File: src/design/upcd_pkg.sv
package upcd_pkg;

    typedef enum logic [1:0] {
        KIND_CLEAR  = 2'd0,
        KIND_HEADER = 2'd1,
        KIND_BYTE   = 2'd2,
        KIND_NONE   = 2'd3
    } kind_t;

    localparam int unsigned KEY_ROM_DEPTH = 64;
    localparam int unsigned KEY_ROM_AW    = 6;

    localparam logic [10:0] MAX_PACKAGE_BYTES = 11'd2044;
    localparam logic [31:0] BASE_ADDR_RESET   = 32'h0800_0000;

    // key text bytes, each plus 11
    localparam logic [7:0] KEY_ROM [KEY_ROM_DEPTH] = '{
        8'h5E, 8'h73, 8'h70, 8'h79, 8'h65, 8'h73, 8'h70, 8'h79, 8'h2B,
        8'h5E, 8'h7A, 8'h82, 8'h6C, 8'h84, 8'h2B,
        8'h5E, 8'h6E, 8'h74, 8'h70, 8'h79, 8'h6E, 8'h70, 8'h2B,
        8'h6C, 8'h79, 8'h6F, 8'h2B,
        8'h5F, 8'h70, 8'h6E, 8'h73, 8'h79, 8'h7A, 8'h77, 8'h7A, 8'h72, 8'h84, 8'h2B,
        8'h4F, 8'h70, 8'h81, 8'h70, 8'h77, 8'h7A, 8'h7B, 8'h78, 8'h70, 8'h79, 8'h7F, 8'h2B,
        8'h4E, 8'h7A, 8'h39, 8'h37, 8'h2B,
        8'h57, 8'h7F, 8'h6F, 8'h39,
        8'h2B, 8'h2B, 8'h2B, 8'h2B,
        8'h0B
    };

endpackage

File: src/design/upgrade_package_checker_descrambler.sv
// channel  handshake             payload
// -------  --------------------  ----------------------------------------------
// in       in_valid / in_stall   kind, total_packages, sequence_number,
//                                expected_sum, payload_length, data_byte
// out      out_valid / out_stall status, byte_valid, decoded_byte,
//                                write_address, package_done, image_ok
// cfg      cfg_valid / cfg_ready cfg_data (image_base_address)
//
// one item per cycle while in_stall is low; each result is registered in the
// output register as its item is taken. the key table is a synchronous rom read
// ahead at the next key position, so consecutive bytes never wait on it.
// rst_n clears all session state; no clearing pass is needed.
// in_stall rises only while a result is held and out_stall is high.
module upgrade_package_checker_descrambler #(
    parameter int unsigned KEY_LENGTH = 64
) (
    input  logic        clk,
    input  logic        rst_n,
    input  logic        cfg_valid,
    output logic        cfg_ready,
    input  logic [31:0] cfg_data,
    input  logic        in_valid,
    output logic        in_stall,
    input  logic [1:0]  kind,
    input  logic [15:0] total_packages,
    input  logic [15:0] sequence_number,
    input  logic [31:0] expected_sum,
    input  logic [10:0] payload_length,
    input  logic [7:0]  data_byte,
    output logic        out_valid,
    input  logic        out_stall,
    output logic        status,
    output logic        byte_valid,
    output logic [7:0]  decoded_byte,
    output logic [31:0] write_address,
    output logic        package_done,
    output logic        image_ok
);
    import upcd_pkg::*;

    localparam int unsigned KPW = (KEY_LENGTH > 1) ? $clog2(KEY_LENGTH) : 1;
    localparam logic [KPW-1:0] KEY_LAST = KPW'(KEY_LENGTH - 1);

    typedef enum logic [1:0] {
        PH_IDLE,
        PH_WAIT_HDR,
        PH_RECV
    } phase_t;

    phase_t          phase_reg,  phase_next;
    logic            good_reg,   good_next;
    logic [15:0]     total_reg,  total_next;
    logic [15:0]     last_reg,   last_next;
    logic [31:0]     sum_reg,    sum_next;
    logic [31:0]     target_reg, target_next;
    logic [31:0]     addr_reg,   addr_next;
    logic [KPW-1:0]  kpos_reg,   kpos_next;
    logic [10:0]     rem_reg,    rem_next;
    logic            acc_reg,    acc_next;
    logic            fin_reg,    fin_next;
    logic [31:0]     base_reg;
    logic [7:0]      key_q_reg;

    logic            out_valid_reg;
    logic            status_reg,  status_next;
    logic            bvalid_reg,  bvalid_next;
    logic [7:0]      dec_reg,     dec_next;
    logic [31:0]     waddr_reg,   waddr_next;
    logic            done_reg,    done_next;
    logic            ok_reg;

    logic            accept;
    logic            do_finish;
    logic [7:0]      kpos_wide;
    kind_t           kind_in;

    assign cfg_ready = 1'b1;
    assign in_stall  = out_valid_reg & out_stall;
    assign accept    = in_valid & ~in_stall;
    assign kind_in   = kind_t'(kind);
    assign kpos_wide = 8'(kpos_next);

    always_comb
    begin
        phase_next  = phase_reg;
        good_next   = good_reg;
        total_next  = total_reg;
        last_next   = last_reg;
        sum_next    = sum_reg;
        target_next = target_reg;
        addr_next   = addr_reg;
        kpos_next   = kpos_reg;
        rem_next    = rem_reg;
        acc_next    = acc_reg;
        fin_next    = fin_reg;
        status_next = 1'b0;
        bvalid_next = 1'b0;
        dec_next    = 8'd0;
        waddr_next  = 32'd0;
        done_next   = 1'b0;
        do_finish   = 1'b0;

        if (accept)
        begin
            case (kind_in)
                KIND_CLEAR:
                begin
                    phase_next  = PH_WAIT_HDR;
                    good_next   = 1'b0;
                    total_next  = 16'd0;
                    last_next   = 16'd0;
                    sum_next    = 32'd0;
                    target_next = 32'd0;
                    addr_next   = base_reg;
                    kpos_next   = '0;
                    rem_next    = 11'd0;
                    acc_next    = 1'b0;
                    fin_next    = 1'b0;
                end
                KIND_HEADER:
                begin
                    rem_next  = payload_length;
                    acc_next  = 1'b0;
                    fin_next  = 1'b0;
                    kpos_next = '0;
                    done_next = (payload_length == 11'd0);
                    if (payload_length > MAX_PACKAGE_BYTES || phase_reg == PH_IDLE)
                    begin
                        status_next = 1'b1;
                    end
                    else if (phase_reg == PH_WAIT_HDR)
                    begin
                        phase_next  = PH_RECV;
                        total_next  = total_packages;
                        target_next = expected_sum;
                    end
                    // 17-bit compares: no header follows sequence 65535
                    else if (total_reg != total_packages
                             || ({1'b0, last_reg} + 17'd1) != {1'b0, sequence_number})
                    begin
                        status_next = 1'b1;
                    end
                    else
                    begin
                        last_next = sequence_number;
                        acc_next  = 1'b1;
                        fin_next  = ({1'b0, total_reg} == ({1'b0, sequence_number} + 17'd1));
                        do_finish = (payload_length == 11'd0) && fin_next;
                    end
                end
                KIND_BYTE:
                begin
                    if (rem_reg == 11'd0)
                    begin
                        status_next = 1'b1;
                    end
                    else
                    begin
                        rem_next = rem_reg - 11'd1;
                        if (acc_reg)
                        begin
                            sum_next    = sum_reg + {24'd0, data_byte};
                            dec_next    = data_byte ^ key_q_reg;
                            bvalid_next = 1'b1;
                            waddr_next  = addr_reg;
                            addr_next   = addr_reg + 32'd1;
                            kpos_next   = (kpos_reg == KEY_LAST) ? '0 : kpos_reg + KPW'(1);
                        end
                        // bytes after a rejected header
                        else if (phase_reg != PH_RECV || last_reg != 16'd0
                                 || total_reg == 16'd0)
                        begin
                            status_next = 1'b1;
                        end
                        if (rem_next == 11'd0)
                        begin
                            done_next = 1'b1;
                            do_finish = acc_reg & fin_reg;
                            acc_next  = 1'b0;
                            fin_next  = 1'b0;
                        end
                    end
                end
                default:
                begin
                    status_next = 1'b1;
                end
            endcase

            if (do_finish)
            begin
                if (sum_next != target_reg)
                begin
                    status_next = 1'b1;
                end
                else
                begin
                    phase_next  = PH_IDLE;
                    good_next   = 1'b1;
                    total_next  = 16'd0;
                    last_next   = 16'd0;
                    sum_next    = 32'd0;
                    target_next = 32'd0;
                    acc_next    = 1'b0;
                    fin_next    = 1'b0;
                end
            end
        end
    end

    always_ff @(posedge clk or negedge rst_n)
    begin
        if (!rst_n)
        begin
            phase_reg     <= PH_IDLE;
            good_reg      <= 1'b1;
            total_reg     <= 16'd0;
            last_reg      <= 16'd0;
            sum_reg       <= 32'd0;
            target_reg    <= 32'd0;
            addr_reg      <= 32'd0;
            kpos_reg      <= '0;
            rem_reg       <= 11'd0;
            acc_reg       <= 1'b0;
            fin_reg       <= 1'b0;
            base_reg      <= BASE_ADDR_RESET;
            key_q_reg     <= KEY_ROM[0];
            out_valid_reg <= 1'b0;
            ok_reg        <= 1'b1;
        end
        else
        begin
            phase_reg  <= phase_next;
            good_reg   <= good_next;
            total_reg  <= total_next;
            last_reg   <= last_next;
            sum_reg    <= sum_next;
            target_reg <= target_next;
            addr_reg   <= addr_next;
            kpos_reg   <= kpos_next;
            rem_reg    <= rem_next;
            acc_reg    <= acc_next;
            fin_reg    <= fin_next;
            // rom read ahead, at the position the next byte uses
            key_q_reg  <= KEY_ROM[kpos_wide[KEY_ROM_AW-1:0]];
            if (cfg_valid)
            begin
                base_reg <= cfg_data;
            end
            if (accept)
            begin
                out_valid_reg <= 1'b1;
                ok_reg        <= good_next;
            end
            else if (!out_stall)
            begin
                out_valid_reg <= 1'b0;
            end
        end
    end

    always_ff @(posedge clk)
    begin
        if (accept)
        begin
            status_reg <= status_next;
            bvalid_reg <= bvalid_next;
            dec_reg    <= dec_next;
            waddr_reg  <= waddr_next;
            done_reg   <= done_next;
        end
    end

    assign out_valid     = out_valid_reg;
    assign status        = status_reg;
    assign byte_valid    = bvalid_reg;
    assign decoded_byte  = dec_reg;
    assign write_address = waddr_reg;
    assign package_done  = done_reg;
    assign image_ok      = ok_reg;

endmodule

File: config.mk
export PLATFORM = sky130hd
export DESIGN_NAME = upgrade_package_checker_descrambler
export DESIGN_NICKNAME = d
export VERILOG_FILES = /design/src/design/upcd_pkg.sv /design/src/design/upgrade_package_checker_descrambler.sv
export SDC_FILE = /design/constraint.sdc
export NUM_CORES = 1
export LEC_CHECK = 0
export BUFFER_PORTS_ARGS = -buffer_cell sky130_fd_sc_hd__buf_2
export CORE_UTILIZATION = 54
export CTS_BUF_LIST = sky130_fd_sc_hd__clkbuf_8
export CTS_CLUSTER_SIZE = 20
export DETAILED_ROUTE_END_ITERATION = 8
export HOLD_SLACK_MARGIN = 0.12
export PLACE_DENSITY_LB_ADDON = 0.08
export SYNTH_ARGS = -nofsm -noshare
export SYNTH_HDL_FRONTEND = slang
export SYNTH_SLANG_ARGS = --single-unit
File: constraint.sdc
create_clock -name clk -period 6 [get_ports clk]
set_input_delay 0.3 -clock clk [delete_from_list [all_inputs] [get_ports clk]]
set_output_delay 0.3 -clock clk [all_outputs]
set_load 0.005 [all_outputs]
==> reports/summary.txt, run 1 <==
final setup fails: 0
fin area: 18000 sq um
I/O pin cnt: 169
drt first pass iters: 6
unrepaired setup endpoints after global routing: false
status: finished, final reports clean
Worst Setup End Kind: flip-flop
Cells after DPL: 2098
Synth cell types: 89
Tcrit/Tclk final: 84.4%
Worst R2R Start: sum_reg[0]
reg2reg end: sum_reg[26]
crit-path cells: ha_1, inv_1, fa_1, nand2b_1, a2111oi_1, nor2_1, nor4_1, or3_1, nand4_1, nor4_1, and2_1, a21oi_1, buf_4, and3_1, a221o_1
Antenna Nets Post-Route: 0
initial antenna violation count: 1
Post-synth ARST share: 81.7%
average cell area after synthesis: 9.14 sq um
fin crit period: 5070 ps
f_max: 0.197 GHz
I/O Buffers: 167
global-route wire length before repair: 72800 microns
FF/Latch Area: 6110 sq um
Slew Limit Fails: 0
switching power: 1.29 mW
CTS Sinks: 235
number of global-route vias before repair: 13611
clock share of power: 36.6%
Syn Nets: 1802
worst-case reg-to-reg path depth: 15
Max Buffers Root-to-Sink: 3
share of layout cells above drive strength 1: 18.1%
CP max-delay cell: nor4_1
HP Start: data_byte[4]
row cnt: 60
R2R setup slack: 930 ps
Final Worst Setup Slack: 934 ps
combinational share of power: 18.6%
DIE AREA: 28600 sq um
Die Width: 169 microns
Hold Slack: 142 ps
footprint of the multi-input gates: 8340 sq um
Area growth syn-to-layout: 19.3%
fillcell total: 2268
setup tns final: 0 ps
Int Power: 2.93 mW
Worst path max stage delay: 720 ps
chip height: 169 microns
Clock Skew: 25.2 ps
worst slack, placed: 977 ps
Max VDD drop: 0.000160 V
dpl cell area: 16200 sq um
GR Overflow Total: 0
most used cell along the critical path: nor4_1
WHS Endpoint: decoded_byte[4]
Sw Ratio: 30.6%
crit path kind: reg -> reg
largest net degree at the start of global routing: 82
drt first-iter violations: 1440
Fin. Hold Viols: 0
fin cells: 2277
Hold Path Depth: 3
pwr dens: 234 nW/um^2
CTS tree: yes
EDFF count, synth: 43
CP Data Arrival Time: 5510 ps
register area share after synthesis: 40.4%
Yosys warning count: 0
CTS clock-pin slew for the worst setup and hold paths: 60 ps
worst-margin pin slew: 1070 ps
Detail Placement HPWL: 31100 microns
final wirelength: 46100 microns
GRT Total Usage: 32.0%
Starting Density: 55.6%
FF+latch count, synth: 235
post-DR wirelength/cell: 20.2 microns
Slew HR: 27.1%
Leak Pwr: 7.70 nW
total CTS buffers: 42
DR vias: 14348
Worst Path Max Fanout: 9
Core ar.: 27200 sq um
DRC errors left: 0
Clock Latency Late Sink: 570 ps
GP Congestion: 0.982
post-synthesis cell count: 1652
Worst Setup Start Kind: flip-flop
H-tree levels: 2
Req. time, crit path: 6440 ps
nets: 2021
CTS root buf: clkbuf_8
register share of total power: 44.7%
Tot Pwr: 4.22 mW
Final Util: 66.3%
Hold/Removal Path Class: in -> reg
ys flop type: dfrtp_1
Max-cap violations: 0
Cell Area, Synth: 15100 sq um
routed vias/inst: 6.30
[synth_stat cells, types with 43 or more instances]
library cell | instances | area [sq um]
and3_1 | 55 | 344
o21ai_0 | 90 | 450
nand3_1 | 66 | 330
xor2_1 | 46 | 403
a22o_1 | 94 | 823
xnor2_1 | 43 | 377
clkbuf_1 | 93 | 349
edfxtp_1 | 43 | 1290
nand2_1 | 149 | 559
a21oi_1 | 72 | 360
nor2_1 | 111 | 417
dfrtp_1 | 184 | 4600
[logic make-up (layout without fill, tap and decap cells)]
| logic type | after synthesis | after routing | synth area share (%) |
|---|---|---|---|
| mux | 68 | 68 | 4.90 |
| buf+inv | 166 | 418 | 4.60 |
| fa+ha+maj | 28 | 28 | 2.37 |
| flops | 235 | 235 | 40.4 |
| compound gates | 463 | 463 | 21.5 |
| simple gates | 599 | 599 | 20.6 |
| xor+xnor | 92 | 92 | 5.62 |
| other cells | 1 | 2 | 0.0248 |
[power by group through the flow]
stage	registers (mW)	logic, mW	clock network (mW)
6_report	1.89	0.788	1.55
5_1_grt	1.91	0.863	1.64
4_1_cts	1.88	0.779	1.57
3_5_place_dp	1.91	0.725	0
3_3_place_gp	1.91	0.715	0
2_1_floorplan	1.86	0.521	0
[placed cells by master (no fill, tap or decap), types with 8 or more instances in the layout]
cell,netlist,layout
a211oi_1,16,16
a21o_1,15,15
a21oi_1,72,71
a22o_1,94,94
a31oi_1,22,22
a32o_1,8,8
and2_1,16,16
and3_1,55,55
and4_1,9,9
buf_2,18,166
buf_4,3,34
clkbuf_8,0,46
clkinv_1,2,10
clkinv_2,0,11
dfrtp_1,184,184
dfstp_2,8,8
dlygate4sd3_1,0,101
edfxtp_1,43,43
ha_1,27,26
inv_1,37,43
mux2_2,37,37
mux2i_1,30,30
nand2_1,149,149
nand2b_1,13,13
nand3_1,66,66
nand4_1,39,39
nor2_1,111,111
nor2b_1,11,11
nor3_1,38,37
nor4_1,40,40
o211ai_1,21,21
o21ai_0,90,90
o22ai_1,38,38
o31ai_1,8,8
or4_1,8,8
xnor2_1,43,43
xor2_1,46,46
[timing repair]
item / in CTS / in global routing
endpoints found under the setup margin: 0 / 0
hold buffers: 101 / 0
buffers inserted: 0 / 0
gates resized for setup: 0 / 0
endpoints found under the hold margin: 149 / 0
[metal layers]
layer / global-route usage [%] / wire (microns)
met1: 44.2 / 20100
met4: 11.7 / 1420
met3: 5.50 / 3440
met2: 50.5 / 21100
met5: 0.696 / 0
[critical path, delay by kind of cell (launching register included)]
| family | cells | cell delay [ps] |
|---|---|---|
| adder cells (fa/ha/maj) | 2 | 580 |
| buffers and inverters | 2 | 340 |
| AND/OR/NAND/NOR | 8 | 2390 |
| AO/OA/AOI/OAI | 3 | 1250 |
| flip-flops | 1 | 390 |
[final cells by class]
cell class	instances	share of cell area (%)
Sequential cell	235	33.9
Clock buffer	45	3.44
Timing Repair Buffer	302	11.7
Multi-Input combinational cell	1251	46.3
Inverter	39	0.812
Tap cell	372	2.58
Antenna cell	1	0.0139
Clock inverter	32	1.31
[how the worst max path moves through the flow]
| stage | start | to | slack (ps) | cells past startpoint |
|---|---|---|---|---|
| 2_1_floorplan | sum_reg[0] | phase_reg[0] | 1730 | 15 |
| 3_3_place_gp | data_byte[0] | total_reg[13] | 1060 | 16 |
| 3_5_place_dp | data_byte[0] | target_reg[26] | 980 | 16 |
| 4_1_cts | sum_reg[0] | total_reg[15] | 960 | 15 |
| 5_1_grt | sum_reg[0] | total_reg[13] | 500 | 15 |
| 6_report | sum_reg[0] | sum_reg[26] | 930 | 15 |
(Power assumes the default switching activity.)
==> run 2, diff against run 1 <==
--- a/config.mk
+++ b/config.mk
@@ -5,6 +5,7 @@
 export SDC_FILE = /design/constraint.sdc
 export NUM_CORES = 1
 export LEC_CHECK = 0
+export ABC_AREA = 1
 export BUFFER_PORTS_ARGS = -buffer_cell sky130_fd_sc_hd__buf_2
 export CORE_UTILIZATION = 54
 export CTS_BUF_LIST = sky130_fd_sc_hd__clkbuf_8
==> constraint.sdc (replaced) <==
create_clock -name clk -period 4.9 [get_ports clk]
set_input_delay 0.245 -clock clk [delete_from_list [all_inputs] [get_ports clk]]
set_output_delay 0.245 -clock clk [all_outputs]
set_load 0.005 [all_outputs]
==> run 2 against run 1 <==
Routed wire length increased by 3.2%. Maximum frequency is 29% higher. Die area increased by 6.4%. Sequential power grew 37%. Non-clock buffer count decreased by 18. Area after synthesis up 6.5%. First-iteration DRC count shrank 4.2%. Synthesized cell count up 38%. Critical endpoint is now total_reg[15]. Highest routed layer unchanged.
==> reports/summary.txt, run 2 <==
status: finished, final reports clean
Tot Pwr: 6.70 mW
DR vias: 16384
register area share after synthesis: 38.0%
Leak Pwr: 9.08 nW
post-DR wirelength/cell: 16.3 microns
chip height: 175 microns
GP Congestion: 0.932
Detail Placement HPWL: 32100 microns
setup tns final: 0 ps
footprint of the multi-input gates: 8350 sq um
fillcell total: 2632
Tcrit/Tclk final: 80.0%
cell taking the most area after synthesis: dfrtp_1
Worst Setup End Kind: flip-flop
H-tree levels: 2
Hold/Removal Path Class: in -> reg
commonest non-fill, non-tap cell in the layout: nand2_1
FF+latch count, synth: 235
DIE AREA: 30500 sq um
postcts setup bufs: 0
fin area: 19100 sq um
DR top layer: met4
global-route wire length before repair: 77100 microns
GRT Total Usage: 31.1%
fin crit period: 3920 ps
I/O pin cnt: 169
Clock Skew: 31.2 ps
Synth top cells by count: 537 x nand2_1, 302 x inv_1, 204 x nand3_1
most frequent cells in the layout: 537 x nand2_1, 316 x inv_1, 203 x nand3_1
row cnt: 62
initial antenna violation count: 0
Synth cell types: 61
final setup fails: 0
CTS tree: yes
Syn Nets: 2423
f_max: 0.255 GHz
Area growth syn-to-layout: 18.5%
nets: 2658
Slew HR: 37.0%
Fin. Hold Viols: 0
DRC errors left: 0
main area contributors after synthesis: dfrtp_1 29%, nand2_1 13%, edfxtp_1 8.0%
Inserted Diodes: 0
post-synthesis cell count: 2273
Slew Limit Fails: 0
Worst Path Max Fanout: 55
worst-margin pin slew: 945 ps
number of global-route vias before repair: 15447
EDFF count, synth: 43
Antenna Nets Post-Route: 0
drt first pass iters: 5
CTS root buf: clkbuf_8
count leader, synth: nand2_1
CTS clock-pin slew for the worst setup and hold paths: 60 ps
CP Data Arrival Time: 4330 ps
Cell Area, Synth: 16100 sq um
CTS resizes: 0
Final Util: 65.7%
Starting Density: 55.4%
total CTS buffers: 44
Detail Route met3 WL: 3100 microns
CTS Sinks: 235
CTS Hold Buffers Added: 98
crit path kind: reg -> reg
share of layout cells above drive strength 1: 13.8%
Core ar.: 29000 sq um
unrepaired setup endpoints after global routing: false
post-synth top area share: 28.6%
Max-cap violations: 0
final wirelength: 47600 microns
Yosys warning count: 0
largest net degree at the start of global routing: 127
Clock Latency Late Sink: 580 ps
Die Width: 175 microns
Max Buffers Root-to-Sink: 3
FF/Latch Area: 6110 sq um
pwr dens: 351 nW/um^2
Worst Setup Start Kind: flip-flop
ys flop type: dfrtp_1
dpl cell area: 17200 sq um
average cell area after synthesis: 7.08 sq um
GR Overflow Total: 0
routed vias/inst: 5.60
I/O Buffers: 167
met1 wire length: 20500 microns
Max VDD drop: 0.000225 V
Post-synth ARST share: 81.7%
Met2 Wirelength: 22400 microns
Req. time, crit path: 5310 ps
drt first-iter violations: 1379
-- run 2: worst max-delay path, cell delays in order, from the launching register on --
cell	delay [ps]
dfrtp_1	390
inv_1	110
ha_1	270
nand2_4	110
nor2_8	160
nand2_8	120
nand2_8	320
inv_2	270
nand2_1	140
o21ai_1	140
xor2_1	170
nor2_1	110
nand2_1	80
nor2_1	160
nand2_1	130
nor2_1	220
nand2_4	290
buf_12	320
nand3_1	100
o21ai_0	90
-- run 2: through the flow --
stage,setup WS [ps],hold slack [ps],cells
floorplan,1900,-50.6,2273
global placement,975,396,2748
detailed placement,875,404,2748
CTS,1000,123,2926
global route,661,144,2926
finish,981,127,2926
-- run 2: power breakdown --
| group | internal [mW] | leakage [nW] | switching (mW) | total, mW |
|---|---|---|---|---|
| Combinational | 0.743 | 5.67 | 1.33 | 2.07 |
| Clock | 1.12 | 0.523 | 0.916 | 2.03 |
| Sequential | 2.33 | 2.89 | 0.263 | 2.59 |
-- run 2: cell type report --
type                            instances  share of cell area [%]
Clock buffer                           51                    3.68
Tap cell                              384                    2.52
Sequential cell                       235                    32.0
Timing Repair Buffer                  284                    10.5
Multi-Input combinational cell       1623                    43.8
Inverter                              320                    6.30
Clock inverter                         29                    1.14
-- run 2: logic make-up (layout without fill, tap and decap cells) --
group	after synthesis	count (layout)	share of synthesized area [%]
compound gates	426	426	14.5
xor+xnor	65	65	3.54
fa+ha+maj	28	28	2.22
buf+inv	415	684	10.3
flops	235	235	38.0
mux	9	9	0.630
other cells	1	1	0.0233
simple gates	1094	1094	30.8
-- run 2: layer usage --
layer  global-route usage [%]  up-vias
met5                        0        -
met4                     11.8        0
met1                     41.4     7699
met3                     4.74      114
met2                     51.0      611
li1                         -     7960
-- run 2: worst paths after layout --
| path | cells past startpoint | slack (ps) | endpoint | start |
|---|---|---|---|---|
| max in group asynchronous | 3 | 3500 | phase_reg[0] | rst_n |
| max | 19 | 980 | total_reg[15] | rem_reg[0] |
| max reg2reg | 19 | 980 | total_reg[15] | rem_reg[0] |
| min | 5 | 130 | target_reg[29] | expected_sum[29] |
| min in group asynchronous | 2 | 310 | base_reg[24] | rst_n |
| min reg2reg | 2 | 480 | base_reg[27] | base_reg[27] |
